`config.mk`:
```
export PLATFORM = sky130hd
export DESIGN_NAME = c_like_lexer_byte_stream
export DESIGN_NICKNAME = d
export VERILOG_FILES = /design/src/sv/clx_pkg.sv /design/src/sv/clx_front.sv /design/src/sv/clx_queue.sv /design/src/sv/clx_back.sv /design/src/sv/c_like_lexer_byte_stream.sv
export SDC_FILE = /design/constraint.sdc
export NUM_CORES = 1
export LEC_CHECK = 0
export ABC_AREA = 1
export BUFFER_PORTS_ARGS = -buffer_cell sky130_fd_sc_hd__buf_4
export CAP_MARGIN = 20
export CELL_PAD_IN_SITES_DETAIL_PLACEMENT = 1
export CELL_PAD_IN_SITES_GLOBAL_PLACEMENT = 2
export CORE_MARGIN = 10
export CORE_UTILIZATION = 41
export CTS_BUF_LIST = sky130_fd_sc_hd__clkbuf_2 sky130_fd_sc_hd__clkbuf_4 sky130_fd_sc_hd__clkbuf_8
export DETAILED_ROUTE_END_ITERATION = 12
export MAX_ROUTING_LAYER = met4
export PLACE_DENSITY_LB_ADDON = 0.1
export SYNTH_ARGS = -nofsm -noshare
export SYNTH_HDL_FRONTEND = slang
export SYNTH_SLANG_ARGS = --single-unit
```
`constraint.sdc`:
```
create_clock -name clk -period 6.2 [get_ports clk]
set_clock_uncertainty 0.05 [all_clocks]
set_input_delay 0.62 -clock clk [delete_from_list [all_inputs] [get_ports clk]]
set_output_delay 0.62 -clock clk [all_outputs]
set_load 0.005 [all_outputs]
```
`src/sv/clx_pkg.sv`:
```
`timescale 1ns / 1ps
// Shared types, character codes and classification functions for the lexer.
// No dependencies; every other file of the lexer imports this package.
package clx_pkg;

  // Character codes
  localparam logic [7:0] CH_SPACE = 8'h20;
  localparam logic [7:0] CH_TAB   = 8'h09;
  localparam logic [7:0] CH_CR    = 8'h0D;
  localparam logic [7:0] CH_LF    = 8'h0A;
  localparam logic [7:0] CH_EQ    = 8'h3D;
  localparam logic [7:0] CH_PLUS  = 8'h2B;
  localparam logic [7:0] CH_MINUS = 8'h2D;
  localparam logic [7:0] CH_STAR  = 8'h2A;
  localparam logic [7:0] CH_SLASH = 8'h2F;
  localparam logic [7:0] CH_PCT   = 8'h25;
  localparam logic [7:0] CH_AMP   = 8'h26;
  localparam logic [7:0] CH_BAR   = 8'h7C;
  localparam logic [7:0] CH_BANG  = 8'h21;
  localparam logic [7:0] CH_LT    = 8'h3C;
  localparam logic [7:0] CH_GT    = 8'h3E;
  localparam logic [7:0] CH_CARET = 8'h5E;
  localparam logic [7:0] CH_LPAR  = 8'h28;
  localparam logic [7:0] CH_RPAR  = 8'h29;
  localparam logic [7:0] CH_LBRC  = 8'h7B;
  localparam logic [7:0] CH_RBRC  = 8'h7D;
  localparam logic [7:0] CH_LBRK  = 8'h5B;
  localparam logic [7:0] CH_RBRK  = 8'h5D;
  localparam logic [7:0] CH_SEMI  = 8'h3B;
  localparam logic [7:0] CH_DOT   = 8'h2E;
  localparam logic [7:0] CH_ZERO  = 8'h30;
  localparam logic [7:0] CH_NINE  = 8'h39;

  // Most token bytes one character can release
  localparam int unsigned MAX_RES = 3;
  // Bundles the queue can hold
  localparam int unsigned Q_DEPTH = 2;

  // Token bytes released by one accepted character
  typedef struct packed {
    logic [1:0]           cnt;
    logic [2:0][7:0]      byte_v;
    logic [2:0]           last;
    logic [2:0]           sym;
  } res_t;

  // Lexer state carried from one character to the next
  typedef struct packed {
    logic [7:0] lk_char;
    logic       lk_valid;
    logic [7:0] held_byte;
    logic       held_valid;
    logic [7:0] prior_char;
    logic       prior_valid;
    logic       blk;
    logic       line;
  } lex_st_t;

  // State plus results while one character is worked through
  typedef struct packed {
    lex_st_t st;
    res_t    res;
  } work_t;

  // Queue fill status seen by the front, the back and the top level
  typedef struct packed {
    logic [1:0] level;
    logic       full;
    logic       empty;
  } q_stat_t;

  function automatic logic is_digit(logic [7:0] c);
    return (c >= CH_ZERO) && (c <= CH_NINE);
  endfunction

  function automatic logic is_space(logic [7:0] c);
    return (c == CH_SPACE) || (c == CH_TAB) || (c == CH_CR) || (c == CH_LF);
  endfunction

  function automatic logic is_single(logic [7:0] c);
    return (c == CH_CARET) || (c == CH_LPAR) || (c == CH_RPAR) || (c == CH_LBRC) ||
           (c == CH_RBRC) || (c == CH_LBRK) || (c == CH_RBRK) || (c == CH_SEMI);
  endfunction

  function automatic logic is_oper(logic [7:0] c);
    return (c == CH_EQ) || (c == CH_PLUS) || (c == CH_MINUS) || (c == CH_STAR) ||
           (c == CH_SLASH) || (c == CH_PCT) || (c == CH_AMP) || (c == CH_BAR) ||
           (c == CH_BANG) || (c == CH_LT) || (c == CH_GT);
  endfunction

  function automatic logic forms_pair(logic [7:0] a, logic [7:0] b);
    logic r;
    case (a)
      CH_EQ:    r = (b == CH_EQ);
      CH_PLUS:  r = (b == CH_PLUS) || (b == CH_EQ);
      CH_MINUS: r = (b == CH_MINUS);
      CH_STAR:  r = (b == CH_EQ);
      CH_SLASH: r = (b == CH_EQ);
      CH_PCT:   r = (b == CH_EQ);
      CH_AMP:   r = (b == CH_AMP);
      CH_BAR:   r = (b == CH_BAR);
      CH_BANG:  r = (b == CH_EQ);
      CH_LT:    r = (b == CH_EQ) || (b == CH_LT);
      CH_GT:    r = (b == CH_EQ) || (b == CH_GT);
      default:  r = 1'b0;
    endcase
    return r;
  endfunction

  // Append one token byte; drop it once the bundle is full
  function automatic res_t res_push(res_t r, logic [7:0] b, logic l, logic s);
    res_t o;
    o = r;
    if (r.cnt != 2'(MAX_RES)) begin
      o.byte_v[r.cnt] = b;
      o.last[r.cnt]   = l;
      o.sym[r.cnt]    = s;
      o.cnt           = r.cnt + 2'd1;
    end
    return o;
  endfunction

  // Release the held word byte as the end of its word
  function automatic work_t flush_word(work_t w);
    work_t o;
    o = w;
    if (w.st.held_valid) begin
      o.res           = res_push(w.res, w.st.held_byte, 1'b1, 1'b0);
      o.st.held_valid = 1'b0;
    end
    return o;
  endfunction

  // Handle a character with nothing pending and no comment open
  function automatic work_t plain_char(work_t w, logic [7:0] c);
    work_t o;
    o = w;
    if (is_space(c)) begin
      o = flush_word(o);
    end else if (is_single(c)) begin
      o     = flush_word(o);
      o.res = res_push(o.res, c, 1'b1, 1'b1);
    end else if (is_oper(c)) begin
      o             = flush_word(o);
      o.st.lk_char  = c;
      o.st.lk_valid = 1'b1;
    end else if (c == CH_DOT) begin
      if (w.st.prior_valid && is_digit(w.st.prior_char)) begin
        o.st.lk_char  = c;
        o.st.lk_valid = 1'b1;
      end else begin
        o     = flush_word(o);
        o.res = res_push(o.res, c, 1'b1, 1'b1);
      end
    end else begin
      if (w.st.held_valid) begin
        o.res = res_push(o.res, w.st.held_byte, 1'b0, 1'b0);
      end
      o.st.held_byte  = c;
      o.st.held_valid = 1'b1;
    end
    return o;
  endfunction

endpackage

```
`src/sv/clx_front.sv`:
```
`timescale 1ns / 1ps
// Front end: accepts characters, keeps the lexer state and classifies each
// character into a bundle of token bytes. Depends on clx_pkg.
module clx_front import clx_pkg::*; (
  input  logic       clk,
  input  logic       rst_n,
  input  logic       in_valid,
  output logic       in_stall,
  input  logic [7:0] in_char_code,
  input  logic       in_line_break,
  input  q_stat_t    q_stat,
  output logic       push,
  output res_t       push_data
);

  lex_st_t st_r;
  lex_st_t st_nxt;
  work_t   w;
  logic    accept;

  // Hold off new requests while the queue has no room
  assign in_stall = q_stat.full;
  assign accept   = in_valid && !q_stat.full;

  // Classify one character against the current state
  always_comb begin
    logic [7:0] p;
    w.st  = st_r;
    w.res = '0;
    p     = st_r.lk_char;
    if (in_line_break) begin
      w = flush_word(w);
      if (st_r.lk_valid && !st_r.blk) begin
        w.res = res_push(w.res, st_r.lk_char, 1'b1, 1'b1);
      end
      w.st.lk_valid    = 1'b0;
      w.st.prior_valid = 1'b0;
      w.st.line        = 1'b0;
    end else begin
      if (st_r.line) begin
        // drop the rest of the line
      end else if (st_r.blk) begin
        if (st_r.lk_valid && (in_char_code == CH_SLASH)) begin
          w.st.blk      = 1'b0;
          w.st.lk_valid = 1'b0;
        end else begin
          w.st.lk_valid = (in_char_code == CH_STAR);
          w.st.lk_char  = in_char_code;
        end
      end else if (st_r.lk_valid) begin
        w.st.lk_valid = 1'b0;
        if (p == CH_DOT) begin
          // A dot between digits stays inside the word
          if (is_digit(in_char_code)) begin
            if (st_r.held_valid) begin
              w.res = res_push(w.res, st_r.held_byte, 1'b0, 1'b0);
            end
            w.st.held_byte  = p;
            w.st.held_valid = 1'b1;
          end else begin
            w     = flush_word(w);
            w.res = res_push(w.res, p, 1'b1, 1'b1);
          end
          w = plain_char(w, in_char_code);
        end else if (forms_pair(p, in_char_code)) begin
          w.res = res_push(w.res, p, 1'b0, 1'b1);
          w.res = res_push(w.res, in_char_code, 1'b1, 1'b1);
        end else if ((p == CH_SLASH) && (in_char_code == CH_SLASH)) begin
          w.st.line = 1'b1;
        end else if ((p == CH_SLASH) && (in_char_code == CH_STAR)) begin
          w.st.blk = 1'b1;
        end else begin
          w.res = res_push(w.res, p, 1'b1, 1'b1);
          w     = plain_char(w, in_char_code);
        end
      end else begin
        w = plain_char(w, in_char_code);
      end
      w.st.prior_char  = in_char_code;
      w.st.prior_valid = 1'b1;
    end
  end

  // Queue only bundles that carry token bytes
  assign push      = accept && (w.res.cnt != 2'd0);
  assign push_data = w.res;

  // Advance the state on each accepted request
  always_comb begin
    st_nxt = st_r;
    if (accept) begin
      st_nxt = w.st;
    end
  end

  always_ff @(posedge clk) begin
    if (!rst_n) begin
      st_r <= '0;
    end else begin
      st_r <= st_nxt;
    end
  end

endmodule

```
`src/sv/clx_queue.sv`:
```
`timescale 1ns / 1ps
// Short queue of result bundles between the front and the back end.
// Depends on clx_pkg.
module clx_queue import clx_pkg::*; (
  input  logic    clk,
  input  logic    rst_n,
  input  logic    push,
  input  res_t    push_data,
  input  logic    pop,
  output res_t    head,
  output q_stat_t q_stat
);

  res_t       ent_r [Q_DEPTH];
  logic       wr_ptr_r;
  logic       wr_ptr_nxt;
  logic       rd_ptr_r;
  logic       rd_ptr_nxt;
  logic [1:0] level_r;
  logic [1:0] level_nxt;

  assign head         = ent_r[rd_ptr_r];
  assign q_stat.level = level_r;
  assign q_stat.full  = (level_r == 2'(Q_DEPTH));
  assign q_stat.empty = (level_r == 2'd0);

  // Advance pointers and fill level
  always_comb begin
    wr_ptr_nxt = wr_ptr_r;
    rd_ptr_nxt = rd_ptr_r;
    level_nxt  = level_r;
    if (push) begin
      wr_ptr_nxt = ~wr_ptr_r;
    end
    if (pop) begin
      rd_ptr_nxt = ~rd_ptr_r;
    end
    if (push && !pop) begin
      level_nxt = level_r + 2'd1;
    end else if (pop && !push) begin
      level_nxt = level_r - 2'd1;
    end
  end

  always_ff @(posedge clk) begin
    if (!rst_n) begin
      wr_ptr_r <= 1'b0;
      rd_ptr_r <= 1'b0;
      level_r  <= 2'd0;
    end else begin
      wr_ptr_r <= wr_ptr_nxt;
      rd_ptr_r <= rd_ptr_nxt;
      level_r  <= level_nxt;
    end
  end

  // Store the bundle at the write slot
  always_ff @(posedge clk) begin
    if (push) begin
      ent_r[wr_ptr_r] <= push_data;
    end
  end

endmodule

```
`src/sv/clx_back.sv`:
```
`timescale 1ns / 1ps
// Back end: walks the head bundle one token byte a cycle, while the output is not
// stalled, into the output register. Depends on clx_pkg.
module clx_back import clx_pkg::*; (
  input  logic       clk,
  input  logic       rst_n,
  input  res_t       head,
  input  q_stat_t    q_stat,
  output logic       pop,
  output logic       out_valid,
  input  logic       out_stall,
  output logic [7:0] out_token_byte,
  output logic       out_token_last,
  output logic       out_token_is_symbol
);

  logic [1:0] idx_r;
  logic [1:0] idx_nxt;
  logic       valid_r;
  logic       valid_nxt;
  logic [7:0] byte_r;
  logic       last_r;
  logic       sym_r;
  logic       load;
  logic       take;

  // Refill the output register when it is empty or being taken
  assign load = !valid_r || !out_stall;
  assign take = load && !q_stat.empty;
  assign pop  = take && (idx_r == (head.cnt - 2'd1));

  always_comb begin
    idx_nxt   = idx_r;
    valid_nxt = valid_r;
    if (load) begin
      valid_nxt = !q_stat.empty;
    end
    if (pop) begin
      idx_nxt = 2'd0;
    end else if (take) begin
      idx_nxt = idx_r + 2'd1;
    end
  end

  always_ff @(posedge clk) begin
    if (!rst_n) begin
      idx_r   <= 2'd0;
      valid_r <= 1'b0;
    end else begin
      idx_r   <= idx_nxt;
      valid_r <= valid_nxt;
    end
  end

  // Load the next token byte
  always_ff @(posedge clk) begin
    if (take) begin
      byte_r <= head.byte_v[idx_r];
      last_r <= head.last[idx_r];
      sym_r  <= head.sym[idx_r];
    end
  end

  assign out_valid           = valid_r;
  assign out_token_byte      = byte_r;
  assign out_token_last      = last_r;
  assign out_token_is_symbol = sym_r;

endmodule

```
`src/sv/c_like_lexer_byte_stream.sv`:
```
`timescale 1ns / 1ps
// C-style lexer over a character stream: top level joining front, queue and back.
// Depends on clx_pkg, clx_front, clx_queue and clx_back.
//
// One character (or end-of-line marker) is accepted per cycle when not stalled and
// turned at once into zero to three token bytes, which wait in a two-bundle queue
// and leave one byte per cycle through a registered output while out_stall is low.
// Items that yield no bytes take no queue slot. The output byte rate of one per
// cycle sets the sustained figure. Input stall rises only while the queue holds
// two bundles.
module c_like_lexer_byte_stream import clx_pkg::*; (
  input  logic       clk,
  input  logic       rst_n,
  input  logic       in_valid,
  output logic       in_stall,
  input  logic [7:0] in_char_code,
  input  logic       in_line_break,
  output logic       out_valid,
  input  logic       out_stall,
  output logic [7:0] out_token_byte,
  output logic       out_token_last,
  output logic       out_token_is_symbol
);

  logic    push;
  res_t    push_data;
  logic    pop;
  res_t    head;
  q_stat_t q_stat;

  clx_front u_front (
    .clk           (clk),
    .rst_n         (rst_n),
    .in_valid      (in_valid),
    .in_stall      (in_stall),
    .in_char_code  (in_char_code),
    .in_line_break (in_line_break),
    .q_stat        (q_stat),
    .push          (push),
    .push_data     (push_data)
  );

  clx_queue u_queue (
    .clk       (clk),
    .rst_n     (rst_n),
    .push      (push),
    .push_data (push_data),
    .pop       (pop),
    .head      (head),
    .q_stat    (q_stat)
  );

  clx_back u_back (
    .clk                 (clk),
    .rst_n               (rst_n),
    .head                (head),
    .q_stat              (q_stat),
    .pop                 (pop),
    .out_valid           (out_valid),
    .out_stall           (out_stall),
    .out_token_byte      (out_token_byte),
    .out_token_last      (out_token_last),
    .out_token_is_symbol (out_token_is_symbol)
  );

  // A queued bundle always carries at least one token byte
  a_push_nonempty: assert property (@(posedge clk) disable iff (!rst_n)
    push |-> (push_data.cnt != 2'd0))
    else $error("empty bundle pushed");

  // The queue never overfills and never pops when empty
  a_queue_bounds: assert property (@(posedge clk) disable iff (!rst_n)
    (q_stat.level <= 2'(Q_DEPTH)) && !(pop && q_stat.empty))
    else $error("queue bounds violated");

  // A pop with no push lowers the fill level by one
  a_pop_level: assert property (@(posedge clk) disable iff (!rst_n)
    (pop && !push) |=> (q_stat.level == $past(q_stat.level) - 2'd1))
    else $error("queue level mismatch after pop");

endmodule

```
==> impl_metrics.tcl <==
set metrics [dict create \
    status "complete, no violations" \
    maxCapViolCount 0 \
    regArea_um2 2940 \
    slew_viol_final 0 \
    drive_gt1_share_pct 11.8 \
    pwr-share-clk_pct 22.2 \
    path_cells "inv_1 -> nand3_1 -> inv_1 -> nand4_1 -> nand3_1 -> nand2_1 -> nand3_1 -> nor2_1 -> nand3_1 -> nand2_1 -> nand2_1 -> nand2_1 -> nor2_2 -> nor2_4 -> inv_1 -> nor2_2 -> buf_4" \
    tightestPinTransition_ns 1.02 \
    io_buffers 24 \
    utilization_pct 44.8 \
    drt_wl_total_mm 29.8 \
    cp_slowest_stage_delay_ns 0.67 \
    yosys-top-cells-count "nand2_1, nor2_1, o21ai_0" \
    slowest_stage "dfxtp_1" \
    gr-usage-met1_pct 32.1 \
    die-area_um2 23000 \
    period_share_pct 66.3 \
    synth-async-reset-ratio_pct 0 \
    path_clk_slew_ns 0.13 \
    initial_core_util_pct 41.4 \
    multi_input_area_um2 3650 \
    cp_data_required_time_ns 6.21 \
    post_cts_buffers 0 \
    synth_cell_types 47 \
    place_ws_ns 1.70 \
    place_congestion 1.03 \
    cts_resized 0 \
    combPwrFrac_pct 31.0 \
    synth_edf_count 74 \
    ys_seq_elements 110 \
    synthTopCellsByArea "edfxtp_1, dfxtp_1, nand2_1" \
    diodes 0 \
    sw_frac_of_total_pct 38.3 \
    hold_viol_final 0 \
    crit_path_end_kind "flop" \
    yosys.cell_count.top_type "nand2_1" \
    max_slew_margin_pct 31.6 \
    io-pin-count 25 \
    seqPwrFrac_pct 46.8 \
    max_freq_mhz 243 \
    cts_sinks 110 \
    irDropWorstVdd_mv 0.160 \
    critPathMaxFanout 32 \
    syn_inst 962 \
    netSwitchingPower_uw 776 \
    leakage_nw 3.00 \
    setup_ws_ns 2.09 \
    clock_latency_ns 0.42 \
    grt_pass1_wl_mm 45.2 \
    drt_iter0_drc 614 \
    fin_area_um2 7700 \
    path_class "reg2reg" \
    wl_per_cell_um 24.9 \
    p_int_mw 1.25 \
    min_path_type "in2reg" \
    vias 7309 \
    placed_area_um2 7490 \
    busiest_layer "met2" \
    htreeDepth 3 \
    yosysWarnings 0 \
    synth.top_cell.area_share_pct 31.2 \
    fill_cells 2216 \
    rsz0062_at_grt "no" \
    ant_nets 0 \
    setup_viol 0 \
    grtUsageMet2_pct 45.1 \
    dp_hpwl_mm 22.9 \
    area_growth_syn_to_layout_pct 8.10 \
    holdBufCountCts 0 \
    final_nets 989 \
    antenna_found_initial 0 \
    drt_pass1_iterations 5 \
    power.density_nw_per_um2 263 \
    gr-usage-met3_pct 3.71 \
    syn-cell-area_um2 7120 \
    yosysSeqAreaShare_pct 41.3 \
    grt_pass1_vias 7449 \
    crit_family "simple AND/OR/NAND/NOR gates" \
    syn_area_per_cell_um2 7.40 \
    yosysTopAreaCell "edfxtp_1" \
    cp-start-kind "flop" \
    grt_max_degree 34 \
    worstPathArrival_ns 4.13 \
    tritoncts "done" \
    synthFlopType "edfxtp_1" \
    core-area_um2 17200 \
    fin_setup_tns_ns 0 \
    core.rowCount 48 \
    drc 0 \
    dieHeight_um 152 \
    cts_root_buf "clkbuf_8" \
    viasPerCell 6.10 \
    critPathBufInv 4 \
    die_w_um 152 \
    overflow 0 \
    grt_usage_pct 27.0 \
    min_period_ns 4.11 \
    cts_buffer_depth 2 \
    numCtsBuffers 9 \
]
[cell families (layout without fill, tap and decap cells)]
| group | Yosys count | count (layout) | share of synthesized area, % |
|---|---|---|---|
| XOR/XNOR | 3 | 3 | 0.369 |
| flip-flops | 110 | 110 | 41.3 |
| AND/OR/NAND/NOR | 441 | 441 | 27.9 |
| other | 1 | 2 | 0.0527 |
| adder cells (fa/ha/maj) | 8 | 8 | 1.41 |
| AO/OA/AOI/OAI | 267 | 267 | 21.4 |
| buffers and inverters | 132 | 142 | 7.52 |
[worst paths after layout]
path                                               startpoint                             to  slack, ns  cells past startpoint
worst max-delay path            u_front.st_r[25]$_SDFFE_PN0P_  u_queue.ent_r[0][6]$_DFFE_PP_       2.09                     17
worst min-delay path                                out_stall  u_back.out_valid$_SDFFE_PN0P_       0.43                      3
worst max register to register  u_front.st_r[25]$_SDFFE_PN0P_  u_queue.ent_r[0][6]$_DFFE_PP_       2.09                     17
worst min register to register   u_front.st_r[2]$_SDFFE_PN0P_   u_front.st_r[2]$_SDFFE_PN0P_       0.43                      2
[layout make-up]
type / instances / area share [%]
Multi-Input combinational cell: 721 / 47.4
Sequential cell: 110 / 38.2
Tap cell: 225 / 3.66
Timing Repair Buffer: 33 / 3.48
Clock buffer: 9 / 1.61
Inverter: 93 / 4.60
Clock inverter: 7 / 1.02
[flip-flops by register name, summed over array words and instances, names as in the netlist, named ones only]
register,cells
u_queue.ent_r,64
u_back.out_token_last,1
u_queue.rd_ptr_r,1
u_back.out_token_is_symbol,1
u_back.out_valid,1
u_back.out_token_byte,8
u_queue.level_r,2
u_queue.wr_ptr_r,1
u_front.st_r,28
u_back.idx_r,2
[metrics by stage]
step | power [mW] | hold WS, ns | instances
final | 2.03 | 0.435 | 1198
after global routing | 2.15 | 0.417 | 1198
after CTS | 2.04 | 0.427 | 1198
after detailed placement | 1.60 | 0.429 | 1182
after global placement | 1.56 | 0.409 | 1181
after floorplan | 1.33 | 0.396 | 963
[worst register-to-register path: cells and delay by family, from the launching register on]
family | cells | cell delay [ns]
and+or+nand+nor | 13 | 2.19
buffers and inverters | 4 | 0.84
DFF | 1 | 0.67
[placed cells by master, fill, tap and decap left out, types with 20 or more instances in the layout]
cell type / Yosys / final
a21oi_1: 66 / 66
nor2_1: 132 / 131
nand2_1: 181 / 181
o21ai_0: 124 / 124
nand3_1: 50 / 50
inv_1: 71 / 71
edfxtp_1: 74 / 74
dfxtp_1: 36 / 36
buf_4: 1 / 32
nor3_1: 20 / 20
[layer usage]
metal	up-vias	wire (um)
met4	0	1250
met5	-	0
li1	3330	-
met2	290	14700
met3	73	1500
met1	3616	12400
[power groups by stage]
stage / sequential (mW) / clock [mW] / combinational, mW
floorplan: 0.951 / 0 / 0.378
global placement: 0.963 / 0 / 0.600
detailed placement: 0.966 / 0 / 0.632
CTS: 0.950 / 0.459 / 0.634
global route: 0.957 / 0.489 / 0.701
finish: 0.949 / 0.450 / 0.629
Note: power is estimated with default switching activity, not from simulation.
